## config.mk

```make
export PLATFORM = sky130hd
export DESIGN_NAME = interface_adapter_timers_irq
export DESIGN_NICKNAME = d
export VERILOG_FILES = /design/src/hdl/iati_pkg.sv /design/src/hdl/iati_timer.sv /design/src/hdl/iati_regs.sv /design/src/hdl/interface_adapter_timers_irq.sv
export SDC_FILE = /design/constraint.sdc
export NUM_CORES = 1
export LEC_CHECK = 0
export BUFFER_PORTS_ARGS = -buffer_cell sky130_fd_sc_hd__buf_2
export CAP_MARGIN = 20
export CORE_UTILIZATION = 40
export CTS_CLUSTER_DIAMETER = 60
export DETAILED_ROUTE_END_ITERATION = 10
export GPL_ROUTABILITY_DRIVEN = 0
export PLACE_DENSITY_LB_ADDON = 0.05
export SLEW_MARGIN = 10
export SYNTH_ARGS = -nofsm -noshare
export SYNTH_HDL_FRONTEND = slang
export SYNTH_SLANG_ARGS = --single-unit
export TNS_END_PERCENT = 30
```

## constraint.sdc

```tcl
create_clock -name clk -period 3.8 [get_ports clk]
set_input_delay 0.38 -clock clk [delete_from_list [all_inputs] [get_ports clk]]
set_output_delay 0.38 -clock clk [all_outputs]
set_load 0.05 [all_outputs]
```

## src/hdl/iati_pkg.sv

```systemverilog
// Shared types, register map and bit positions for the timer/interrupt interface adapter.
// Depends on nothing; every other file in hdl/ but iati_checker.sv imports it.
package iati_pkg;

  typedef enum logic [1:0] {
    FUNC_TICK  = 2'd0,
    FUNC_READ  = 2'd1,
    FUNC_WRITE = 2'd2,
    FUNC_NOP   = 2'd3
  } func_t;

  // register map
  localparam logic [3:0] REG_PRA   = 4'd0;
  localparam logic [3:0] REG_PRB   = 4'd1;
  localparam logic [3:0] REG_DDRA  = 4'd2;
  localparam logic [3:0] REG_DDRB  = 4'd3;
  localparam logic [3:0] REG_TALO  = 4'd4;
  localparam logic [3:0] REG_TAHI  = 4'd5;
  localparam logic [3:0] REG_TBLO  = 4'd6;
  localparam logic [3:0] REG_TBHI  = 4'd7;
  localparam logic [3:0] REG_ICR   = 4'd13;
  localparam logic [3:0] REG_CRA   = 4'd14;
  localparam logic [3:0] REG_CRB   = 4'd15;

  // control register bits
  localparam int CTL_START   = 0;
  localparam int CTL_ONESHOT = 3;
  localparam int CTL_LOAD    = 4;
  localparam int CTL_CASCADE = 6;

  // interrupt flag bits
  localparam int FLAG_TA = 0;
  localparam int FLAG_TB = 1;
  localparam int FLAG_IR = 7;
  localparam int ICR_SET = 7;

  localparam logic [7:0] IRQ_READ_MASK   = 8'h9F;
  localparam logic [7:0] CRA_READ_MASK   = 8'hEF;
  localparam logic [7:0] CTL_STORE_MASK  = 8'hEF;

  typedef struct packed {
    func_t       func;
    logic [3:0]  reg_addr;
    logic [7:0]  write_data;
    logic [7:0]  elapsed;
    logic [7:0]  pins_a;
    logic [7:0]  pins_b;
  } item_t;

  typedef struct packed {
    logic [7:0] read_data;
    logic       irq_out;
    logic [7:0] drive_a;
    logic [7:0] drive_b;
  } result_t;

  typedef struct packed {
    logic [15:0] cnt;
    logic [7:0]  ctl;
    logic        uflow;
  } tmr_res_t;

endpackage

```

## src/hdl/iati_timer.sv

```systemverilog
// One 16-bit down-counter step: count down by a number of cycles, reload or stop on underflow.
// Depends on iati_pkg (tmr_res_t, control bit positions).
module iati_timer import iati_pkg::*; (
  input  logic [15:0] cnt,
  input  logic [15:0] latch,
  input  logic [7:0]  ctl,
  input  logic [7:0]  cyc,
  output tmr_res_t    res
);

  logic        under;
  logic [7:0]  over;
  logic [15:0] over_w;
  logic [15:0] reload;

  always_comb begin
    under  = (cnt <= {8'h00, cyc});
    // only meaningful when under is set, so the count fits in 8 bits
    over   = cyc - cnt[7:0];
    over_w = {8'h00, over};
    reload = (over_w >= latch) ? 16'h0000 : (latch - over_w);

    res.ctl   = ctl;
    res.uflow = under;
    if (under) begin
      if (ctl[CTL_ONESHOT]) begin
        res.cnt            = 16'h0000;
        res.ctl[CTL_START] = 1'b0;
      end else begin
        res.cnt = reload;
      end
    end else begin
      res.cnt = cnt - {8'h00, cyc};
    end
  end

endmodule

```

## src/hdl/iati_regs.sv

```systemverilog
// Register file, timer control and interrupt logic; applies one transaction per enable.
// Depends on iati_pkg and iati_timer.
module iati_regs import iati_pkg::*; (
  input  logic    clk,
  input  logic    rst_n,
  input  logic    step,
  input  item_t   item,
  output result_t res
);

  logic [7:0]  irq_flags_r,  irq_flags_nxt;
  logic [4:0]  irq_enable_r, irq_enable_nxt;
  logic [7:0]  ctrl_a_r,     ctrl_a_nxt;
  logic [7:0]  ctrl_b_r,     ctrl_b_nxt;
  logic [15:0] latch_a_r,    latch_a_nxt;
  logic [15:0] latch_b_r,    latch_b_nxt;
  logic [15:0] count_a_r,    count_a_nxt;
  logic [15:0] count_b_r,    count_b_nxt;
  logic [7:0]  out_a_r,      out_a_nxt;
  logic [7:0]  out_b_r,      out_b_nxt;
  logic [7:0]  dir_a_r,      dir_a_nxt;
  logic [7:0]  dir_b_r,      dir_b_nxt;

  tmr_res_t   ta, tb;
  logic [7:0] b_cyc;
  logic       a_fire;
  logic       b_go;
  logic [7:0] rd;

  // timer B counts A underflows (one per tick) in cascade mode
  assign b_cyc = ctrl_b_r[CTL_CASCADE] ? 8'd1 : item.elapsed;

  iati_timer u_tmr_a (
    .cnt   (count_a_r),
    .latch (latch_a_r),
    .ctl   (ctrl_a_r),
    .cyc   (item.elapsed),
    .res   (ta)
  );

  iati_timer u_tmr_b (
    .cnt   (count_b_r),
    .latch (latch_b_r),
    .ctl   (ctrl_b_r),
    .cyc   (b_cyc),
    .res   (tb)
  );

  always_comb begin
    irq_flags_nxt  = irq_flags_r;
    irq_enable_nxt = irq_enable_r;
    ctrl_a_nxt     = ctrl_a_r;
    ctrl_b_nxt     = ctrl_b_r;
    latch_a_nxt    = latch_a_r;
    latch_b_nxt    = latch_b_r;
    count_a_nxt    = count_a_r;
    count_b_nxt    = count_b_r;
    out_a_nxt      = out_a_r;
    out_b_nxt      = out_b_r;
    dir_a_nxt      = dir_a_r;
    dir_b_nxt      = dir_b_r;
    rd             = 8'h00;

    a_fire = ctrl_a_r[CTL_START] && ta.uflow;
    b_go   = ctrl_b_r[CTL_START] && (ctrl_b_r[CTL_CASCADE] ? a_fire : 1'b1);

    unique case (item.func)
      FUNC_TICK: begin
        if (ctrl_a_r[CTL_START]) begin
          count_a_nxt = ta.cnt;
          ctrl_a_nxt  = ta.ctl;
          if (ta.uflow) begin
            irq_flags_nxt[FLAG_TA] = 1'b1;
          end
        end
        if (b_go) begin
          count_b_nxt = tb.cnt;
          ctrl_b_nxt  = tb.ctl;
          if (tb.uflow) begin
            irq_flags_nxt[FLAG_TB] = 1'b1;
          end
        end
        irq_flags_nxt[FLAG_IR] = |(irq_flags_nxt[4:0] & irq_enable_r);
      end
      FUNC_READ: begin
        unique case (item.reg_addr)
          REG_PRA:  rd = (item.pins_a & ~dir_a_r) | (out_a_r & dir_a_r);
          REG_PRB:  rd = (item.pins_b & ~dir_b_r) | (out_b_r & dir_b_r);
          REG_DDRA: rd = dir_a_r;
          REG_DDRB: rd = dir_b_r;
          REG_TALO: rd = count_a_r[7:0];
          REG_TAHI: rd = count_a_r[15:8];
          REG_TBLO: rd = count_b_r[7:0];
          REG_TBHI: rd = count_b_r[15:8];
          REG_ICR: begin
            rd            = irq_flags_r & IRQ_READ_MASK;
            irq_flags_nxt = 8'h00;
          end
          REG_CRA:  rd = ctrl_a_r & CRA_READ_MASK;
          default:  rd = 8'h00;
        endcase
      end
      FUNC_WRITE: begin
        unique case (item.reg_addr)
          REG_PRA:  out_a_nxt = item.write_data;
          REG_PRB:  out_b_nxt = item.write_data;
          REG_DDRA: dir_a_nxt = item.write_data;
          REG_DDRB: dir_b_nxt = item.write_data;
          REG_TALO: latch_a_nxt[7:0] = item.write_data;
          REG_TAHI: begin
            latch_a_nxt[15:8] = item.write_data;
            if (!ctrl_a_r[CTL_START]) begin
              count_a_nxt = {item.write_data, latch_a_r[7:0]};
            end
          end
          REG_TBLO: latch_b_nxt[7:0] = item.write_data;
          REG_TBHI: begin
            latch_b_nxt[15:8] = item.write_data;
            if (!ctrl_b_r[CTL_START]) begin
              count_b_nxt = {item.write_data, latch_b_r[7:0]};
            end
          end
          REG_ICR: begin
            if (item.write_data[ICR_SET]) begin
              irq_enable_nxt = irq_enable_r | item.write_data[4:0];
            end else begin
              irq_enable_nxt = irq_enable_r & ~item.write_data[4:0];
            end
          end
          REG_CRA: begin
            ctrl_a_nxt = item.write_data & CTL_STORE_MASK;
            if (item.write_data[CTL_LOAD]) begin
              count_a_nxt = latch_a_r;
            end
          end
          REG_CRB: begin
            ctrl_b_nxt = item.write_data & CTL_STORE_MASK;
            if (item.write_data[CTL_LOAD]) begin
              count_b_nxt = latch_b_r;
            end
          end
          default: ;
        endcase
      end
      FUNC_NOP: ;
      default: ;
    endcase

    res.read_data = rd;
    res.irq_out   = irq_flags_nxt[FLAG_IR];
    res.drive_a   = out_a_nxt & dir_a_nxt;
    res.drive_b   = out_b_nxt & dir_b_nxt;
  end

  always_ff @(posedge clk) begin
    if (!rst_n) begin
      irq_flags_r  <= '0;
      irq_enable_r <= '0;
      ctrl_a_r     <= '0;
      ctrl_b_r     <= '0;
      latch_a_r    <= '0;
      latch_b_r    <= '0;
      count_a_r    <= '0;
      count_b_r    <= '0;
      out_a_r      <= '0;
      out_b_r      <= '0;
      dir_a_r      <= '0;
      dir_b_r      <= '0;
    end else if (step) begin
      irq_flags_r  <= irq_flags_nxt;
      irq_enable_r <= irq_enable_nxt;
      ctrl_a_r     <= ctrl_a_nxt;
      ctrl_b_r     <= ctrl_b_nxt;
      latch_a_r    <= latch_a_nxt;
      latch_b_r    <= latch_b_nxt;
      count_a_r    <= count_a_nxt;
      count_b_r    <= count_b_nxt;
      out_a_r      <= out_a_nxt;
      out_b_r      <= out_b_nxt;
      dir_a_r      <= dir_a_nxt;
      dir_b_r      <= dir_b_nxt;
    end
  end

endmodule

```

## src/hdl/interface_adapter_timers_irq.sv

```systemverilog
// Timer/interrupt interface adapter, top level: input register, register file, result register.
// An accepted input transaction passes through the input register and then the result register to out_*.
// Throughput: one transaction per cycle while out_stall does not hold the result register; each is applied in a
// single pass through iati_regs. Reset (rst_n low, synchronous) empties both pipeline registers and zeroes
// all register-file and timer state. Depends on iati_pkg and iati_regs.
module interface_adapter_timers_irq import iati_pkg::*; (
  input  logic       clk,
  input  logic       rst_n,
  input  logic       in_valid,
  output logic       in_stall,
  input  logic [1:0] in_func,
  input  logic [3:0] in_reg_addr,
  input  logic [7:0] in_write_data,
  input  logic [7:0] in_elapsed,
  input  logic [7:0] in_pins_a,
  input  logic [7:0] in_pins_b,
  output logic       out_valid,
  input  logic       out_stall,
  output logic [7:0] out_read_data,
  output logic       out_irq_out,
  output logic [7:0] out_drive_a,
  output logic [7:0] out_drive_b
);

  logic    in_valid_r;
  item_t   item_r;
  logic    out_valid_r;
  result_t res_r;
  result_t res_nxt;
  logic    advance;
  logic    in_take;

  // result register can take a new value when empty or being drained
  assign advance  = !out_valid_r || !out_stall;
  assign in_stall = in_valid_r && !advance;
  assign in_take  = in_valid && !in_stall;

  iati_regs u_regs (
    .clk   (clk),
    .rst_n (rst_n),
    .step  (in_valid_r && advance),
    .item  (item_r),
    .res   (res_nxt)
  );

  always_ff @(posedge clk) begin
    if (!rst_n) begin
      in_valid_r  <= 1'b0;
      out_valid_r <= 1'b0;
    end else begin
      if (!in_valid_r || advance) begin
        in_valid_r <= in_valid;
      end
      if (advance) begin
        out_valid_r <= in_valid_r;
      end
    end
  end

  always_ff @(posedge clk) begin
    if (in_take) begin
      item_r.func       <= func_t'(in_func);
      item_r.reg_addr   <= in_reg_addr;
      item_r.write_data <= in_write_data;
      item_r.elapsed    <= in_elapsed;
      item_r.pins_a     <= in_pins_a;
      item_r.pins_b     <= in_pins_b;
    end
    if (advance && in_valid_r) begin
      res_r <= res_nxt;
    end
  end

  assign out_valid     = out_valid_r;
  assign out_read_data = res_r.read_data;
  assign out_irq_out   = res_r.irq_out;
  assign out_drive_a   = res_r.drive_a;
  assign out_drive_b   = res_r.drive_b;

endmodule

```

==> run_results.csv, run 1 <==
group,metric,value,unit
synth,synth.ff_latch_count,176,
sta,worst_slew_margin_rel,0.3286,
power,worst_ir_drop_vdd,0.3094,mV
grt,overflow,0,
grt,groute.usage.overall,0.2562,
floorplanning,core_rows,60,
power,power_leakage,0.004649,uW
floorplanning,coreArea,0.02703,sq mm
synth,postSynthNetCount,1431,
synth,synth_cell_type_count,74,
floorplanning,initial_core_util,0.4088,
worst_setup_path,cp-end-kind,"flip-flop",
clocking,clock_path_buffers,2,
synth,synthArstFlopShare,0,
sta,finalSetupViolCount,0,
synth,most_frequent_cell_after_synthesis,"sky130_fd_sc_hd__nand2_1",
sta,report.final.hold_viol_count,0,
drt,routed_wl,36040,um
floorplanning,dieArea,0.02829,sq mm
worst_setup_path,path_cells,"nor2_2 -> ha_1 -> inv_1 -> fa_2 -> a21oi_2 -> nor2_1 -> nor2_1 -> o21bai_1 -> a21oi_1 -> xor2_1 -> ha_2 -> or3_1 -> o21ai_0 -> a21oi_1 -> o21a_1 -> o21ai_0 -> a31oi_1",
synth,yosysWarningCount,0,
final_layout,fin_nets,1490,
power,p_sw_frac,0.2981,
drt,detail_route.iter0.violations,907,
clocking,post_cts_hold_buffer_count,0,
synth,synth.top_cells.by_area,"sky130_fd_sc_hd__dfxtp_1 (20%), sky130_fd_sc_hd__edfxtp_1 (17%), sky130_fd_sc_hd__nand2_1 (6.2%)",
floorplanning,floorplan.io_pins,69,
sta,setup_ws,0.1370,ns
final_layout,area_growth_syn_to_layout,14.54,%
flow_run,timing.max_cap.violations,0,
clocking,master_cell_of_the_clock_root_buffer,"sky130_fd_sc_hd__clkbuf_16",
drt,firstDrtPassIters,5,
grt,grt_antenna_before_repair,0,
worst_setup_path,data_arrival_time_of_the_worst_path,3.96,ns
outcome,outcome,"complete, no violations",
place,io_buffers,68,
clocking,insertion_delay,0.45,ns
worst_setup_path,slowest_stage_delay_on_critical_path,0.44,ns
power,seqPwrFrac,0.468,
sta,timing_worst_slew_pin_value,1.007,ns
sta,fin_skew,0.01710,ns
grt,wire_length_of_the_first_global_routing_pass,55210,um
power,totalPowerFinal,4385,uW
worst_setup_path,cpMaxStageDelayCell,"sky130_fd_sc_hd__edfxtp_1",
drt,routed_wire_length_per_instance,20.63,um
synth,post_synthesis_cell_count,1334,
final_layout,drive_above_1_share,0.1437,
place,place_worst_setup_slack,-0.05695,ns
worst_setup_path,timing.critical_path.fanout_max,8,
power,p_per_cell_area,346.5,mW/mm^2
worst_setup_path,setup.worst_path.class,"reg -> reg",
power,p_switching,1307,uW
clocking,clk_transition_reported_paths,0.08,ns
power,p_clk_frac,0.409,
hold_path,min_path_type,"in -> reg",
worst_setup_path,critical_path_required,4.10,ns
final_layout,antenna_cells,0,
floorplanning,floorplan.die.height,168.2,um
drt,remaining_drc_errors,0,
place,hpwlAfterDp,25940,um
synth,synth_area_per_cell,8.282,sq um
grt,number_of_global_route_vias_before_repair,9340,
drt,post_drt_via_cell_ratio,5.803,
drt,ant_nets,0,
clocking,cts_tree,"yes",
synth,synth.yosys.seq_area_share,0.3760,
worst_setup_path,cp-start-kind,"flip-flop",
synth,synth_largest_type_area_fraction,0.2048,
power,power_frac_comb,0.123,
hold_path,holdPathStages,1,
sta,grt_setup_unrepaired,"yes",
synth,synth_edf_count,63,
drt,num_vias,10138,
sta,clock_period_minus_worst_slack,3.663,ns
power,cellInternalPower,3078,uW
synth,synth_flop_cell,"sky130_fd_sc_hd__dfxtp_1",
sta,post-route-period-util,0.9639,
sta,fmax,273.0,MHz
synth,synth_top_cell_by_area,"sky130_fd_sc_hd__dfxtp_1",
clocking,tritoncts.num_buffers,17,
grt,grt_start_max_net_pins,67,
worst_setup_path,reg2regPathDepth,17,
sta,finalMaxSlewViolations,0,
clocking,clock_sink_count,176,
synth,synth.cell_area,0.01105,sq mm
clocking,h-tree-depth,4,
synth,yosys-top-cells-count,"sky130_fd_sc_hd__nand2_1 (182), sky130_fd_sc_hd__dfxtp_1 (113), sky130_fd_sc_hd__nor2_1 (105)",
floorplanning,die_width,168.2,um
[power groups by stage]
stage | clock, uW | combinational, uW | sequential, uW
6_report | 1790 | 539 | 2050
5_1_grt | 1900 | 585 | 2060
3_5_place_dp | 0 | 515 | 2100
2_1_floorplan | 0 | 323 | 2110
3_3_place_gp | 0 | 516 | 2100
4_1_cts | 1830 | 518 | 2050
[metrics by stage]
| step | TNS (ns) | std cells | util | hold slack, ns | cell area, sq um |
|---|---|---|---|---|---|
| 2_1_floorplan | 0 | 1334 | - | 0.4433 | 11050 |
| 3_3_place_gp | 0 | 1705 | 0.4390 | 0.4500 | 11860 |
| 4_1_cts | 0 | 1737 | 0.4614 | 0.08454 | 12470 |
| 3_5_place_dp | -0.2801 | 1705 | 0.4390 | 0.4588 | 11860 |
| 6_report | 0 | 1747 | 0.4682 | 0.09963 | 12650 |
| 5_1_grt | -0.07309 | 1747 | 0.4682 | 0.08054 | 12650 |
[routing by layer]
metal  up-vias  GRT usage  wire length, um
li1       4948          -                -
met1      4834     0.3650            17180
met2       317     0.4007            16180
met4         0    0.08063              786
met3        39    0.03479             1896
met5         -          0                0
[sequential cells by signal (all words and copies together) (netlist names), named ones only]
signal              flops
u_regs.irq_flags_r      3
u_regs.ctrl_a_r         7
in_valid_r              1
u_regs.ctrl_b_r         3
out_read_data           8
out_irq_out             1
out_drive_a             8
u_regs.dir_a_r          8
u_regs.count_a_r       16
u_regs.latch_a_r       16
item_r                 38
u_regs.out_b_r          8
u_regs.count_b_r       16
out_valid               1
u_regs.dir_b_r          8
u_regs.out_a_r          8
out_drive_b             8
u_regs.latch_b_r       16
[worst max-delay path, delay by kind of cell (launching register included)]
family	cells	cell delay, ns
AND/OR/NAND/NOR	4	0.70
buffers and inverters	1	0.05
XOR/XNOR	1	0.24
flip-flops	1	0.44
adder cells (fa/ha/maj)	3	0.85
AO/OA/AOI/OAI	8	1.22
[placed cells by master (no fill, tap or decap), types with 28 or more instances in the layout]
cell type	instances
sky130_fd_sc_hd__buf_2	67
sky130_fd_sc_hd__o21ai_0	56
sky130_fd_sc_hd__buf_4	58
sky130_fd_sc_hd__edfxtp_1	63
sky130_fd_sc_hd__dfxtp_1	112
sky130_fd_sc_hd__nand3_1	82
sky130_fd_sc_hd__inv_1	53
sky130_fd_sc_hd__nor3_1	28
sky130_fd_sc_hd__ha_1	44
sky130_fd_sc_hd__a21boi_0	74
sky130_fd_sc_hd__nor2_1	101
sky130_fd_sc_hd__a21oi_1	59
sky130_fd_sc_hd__nand2_1	182
[worst paths after layout]
| path | start | end | slack, ns |
|---|---|---|---|
| worst min register to register | u_regs.ctrl_a_r[1] | u_regs.ctrl_a_r[1] | 0.46 |
| worst max register to register | item_r[16] | u_regs.count_b_r[15] | 0.14 |
| worst max-delay path | item_r[16] | u_regs.count_b_r[15] | 0.14 |
| worst min-delay path | in_elapsed[4] | item_r[20] | 0.1 |
[timing repair]
action	CTS	global route
endpoints found under the hold margin	0	0
resized for setup	4	30
pin swaps	0	18
setup buffers	0	9
cloned	0	1
setup endpoints to repair	10	32
[layout make-up]
cell class,instances,area (sq um)
sequential,176,4155
fill,2668,14370
multi-input combinational,1015,6465
clock inverter,15,171.4
inverter,55,206.4
timing repair buffer,128,804.5
tap,341,426.7
clock buffer,17,425.4
[cell families after synthesis]
logic type,share of synthesized area
buffers and inverters,0.05142
adder cells (fa/ha/maj),0.06637
multiplexers,0.01642
XOR/XNOR,0.03171
AO/OA/AOI/OAI,0.2404
flip-flops,0.3760
AND/OR/NAND/NOR,0.2177
Power figures use the tool's default switching activity.
==> run 2, diff against run 1 <==
Settings changed: CORE_UTILIZATION 40 to 45.
==> run_results.csv, run 2 (same netlist as run 1, synthesis figures left out) <==
group,metric,value,unit
worst_setup_path,setup.reg_to_reg.worst_slack,0.11,ns
sta,setup_ws,0.1134,ns
hold_path,holdPathStages,1,
drt,remaining_drc_errors,0,
drt,firstDrtPassIters,7,
grt,groute.usage.overall,0.2890,
worst_setup_path,number_of_gates_on_the_worst_path_with_buffers_counted,16,
grt,grt_start_max_net_pins,62,
worst_setup_path,cp-end-kind,"flip-flop",
sta,timing_worst_slew_pin_value,1.070,ns
hold_path,min_path_type,"in -> reg",
drt,ant_nets,0,
floorplanning,coreArea,0.02375,sq mm
final_layout,fin_nets,1478,
sta,clock_period_minus_worst_slack,3.687,ns
place,place_worst_setup_slack,-0.01444,ns
floorplanning,dieArea,0.02518,sq mm
clocking,clock_path_buffers,2,
power,power_leakage,0.004619,uW
outcome,outcome,"complete, no violations",
worst_setup_path,timing.critical_path.fanout_max,16,
sta,fmax,271.3,MHz
flow_run,timing.max_cap.violations,0,
sta,worst_slew_margin_rel,0.2810,
floorplanning,die_width,158.7,um
clocking,cts_tree,"yes",
clocking,h-tree-depth,4,
grt,overflow,0,
final_layout,top_register,"item_r",
clocking,master_cell_of_the_clock_root_buffer,"sky130_fd_sc_hd__clkbuf_16",
worst_setup_path,cp.buffers_inverters,3,
worst_setup_path,setup.worst_path.class,"reg -> reg",
clocking,insertion_delay,0.45,ns
worst_setup_path,worst_path_dominant_cell_family,"compound AO/OA/AOI/OAI gates",
floorplanning,floorplan.io_pins,69,
final_layout,drive_above_1_share,0.1428,
sta,post-route-period-util,0.9701,
sta,report.final.hold_viol_count,0,
final_layout,area_growth_syn_to_layout,14.21,%
worst_setup_path,slowest_stage_delay_on_critical_path,0.46,ns
drt,num_vias,10076,
sta,fin_hold_ws,0.09292,ns
floorplanning,initial_core_util,0.4651,
worst_setup_path,critical_path_required,4.15,ns
worst_setup_path,cpMaxStageDelayCell,"sky130_fd_sc_hd__fa_1",
final_layout,largest_reg_flops,38,
floorplanning,floorplan.die.height,158.7,um
worst_setup_path,cp-start-kind,"flip-flop",
hold_path,hp-start,"in_write_data[5]",
grt,number_of_global_route_vias_before_repair,9425,
drt,routed_wl,34960,um
sta,finalMaxSlewViolations,0,
clocking,tritoncts.num_buffers,17,
place,io_buffers,68,
floorplanning,core_rows,56,
grt,grt_antenna_before_repair,0,
sta,finalSetupViolCount,0,
sta,grt_setup_unrepaired,"yes",
drt,post_drt_via_cell_ratio,5.882,
grt,wire_length_of_the_first_global_routing_pass,54340,um
clocking,clk_transition_reported_paths,0.08,ns
power,p_per_cell_area,352.9,mW/mm^2
worst_setup_path,data_arrival_time_of_the_worst_path,4.04,ns
final_layout,antenna_cells,0,
final_layout,most-common-layout-cells,"sky130_fd_sc_hd__nand2_1 (182), sky130_fd_sc_hd__dfxtp_1 (112), sky130_fd_sc_hd__nor2_1 (100)",
worst_setup_path,reg2regPathDepth,16,
worst_setup_path,rr_startpoint,"item_r[17]",
worst_setup_path,crit-reg2reg-capture,"u_regs.count_a_r[0]",
worst_setup_path,path_cells,"buf_4 -> buf_4 -> fa_1 -> a21o_1 -> a21oi_2 -> o21bai_1 -> a21oi_1 -> xor2_1 -> ha_2 -> nand4_1 -> or2_2 -> o21ai_2 -> a2111oi_4 -> buf_12 -> a221o_1 -> and3_1",
power,worst_ir_drop_vdd,0.2803,mV
drt,routed_wire_length_per_instance,20.41,um
place,hpwlAfterDp,24790,um
worst_setup_path,cpMostUsedCell,"sky130_fd_sc_hd__buf_4",
clocking,clock_sink_count,176,
hold_path,end_point_of_the_most_critical_hold_path,"item_r[29]",
final_layout,layout.cells.most_common,"sky130_fd_sc_hd__nand2_1",
drt,detail_route.iter0.violations,1013,
sta,fin_skew,0.01634,ns
-- run 2: timing repair --
| item | CTS | global route |
|---|---|---|
| hold buffers | 0 | 0 |
| endpoints found under the hold margin | 0 | 0 |
| setup buffers | 1 | 2 |
| resized for setup | 2 | 41 |
| pin swaps | 0 | 16 |
| endpoints found under the setup margin | 4 | 32 |
-- run 2: how the worst max path moves through the flow --
stage	from	to
global route	item_r[16]	u_regs.count_b_r[5]
CTS	item_r[16]	u_regs.count_b_r[5]
detailed placement	item_r[16]	u_regs.count_b_r[0]
finish	item_r[17]	u_regs.count_a_r[0]
global placement	item_r[16]	u_regs.count_b_r[0]
floorplan	item_r[16]	u_regs.count_a_r[6]
-- run 2: layer usage --
layer	wire, um	global-route usage	part of all wire
met4	1106	0.1209	0.032
met2	15470	0.4378	0.44
met3	1914	0.03620	0.055
met5	0	0	0
met1	16460	0.4121	0.47
-- run 2: area by class of cell --
type	instances	area (sq um)
fillers	2204	11130
clock buffers	17	425.4
clock inverters	15	197.7
inverters	55	206.4
flip-flops and latches	176	4158
repair buffers	117	737.0
multi-input cells	1014	6495
well taps	319	399.1
-- run 2: through the flow --
step	instances	area (sq um)	power [uW]	setup TNS, ns	util
floorplan	1334	11050	2430	0	-
global placement	1678	11820	2605	0	0.4977
detailed placement	1678	11820	2605	-0.02902	0.4977
CTS	1711	12460	4449	0	0.5244
global route	1713	12620	4600	-0.1798	0.5312
finish	1713	12620	4453	0	0.5312
-- run 2: power breakdown --
part	switching, uW	leakage [uW]	total (uW)	internal [uW]
combinational	341	0.00282	538	197
sequential	62.3	0.00150	2050	1990
clock	956	0.000297	1860	904
total	1360	0.00462	4450	3090
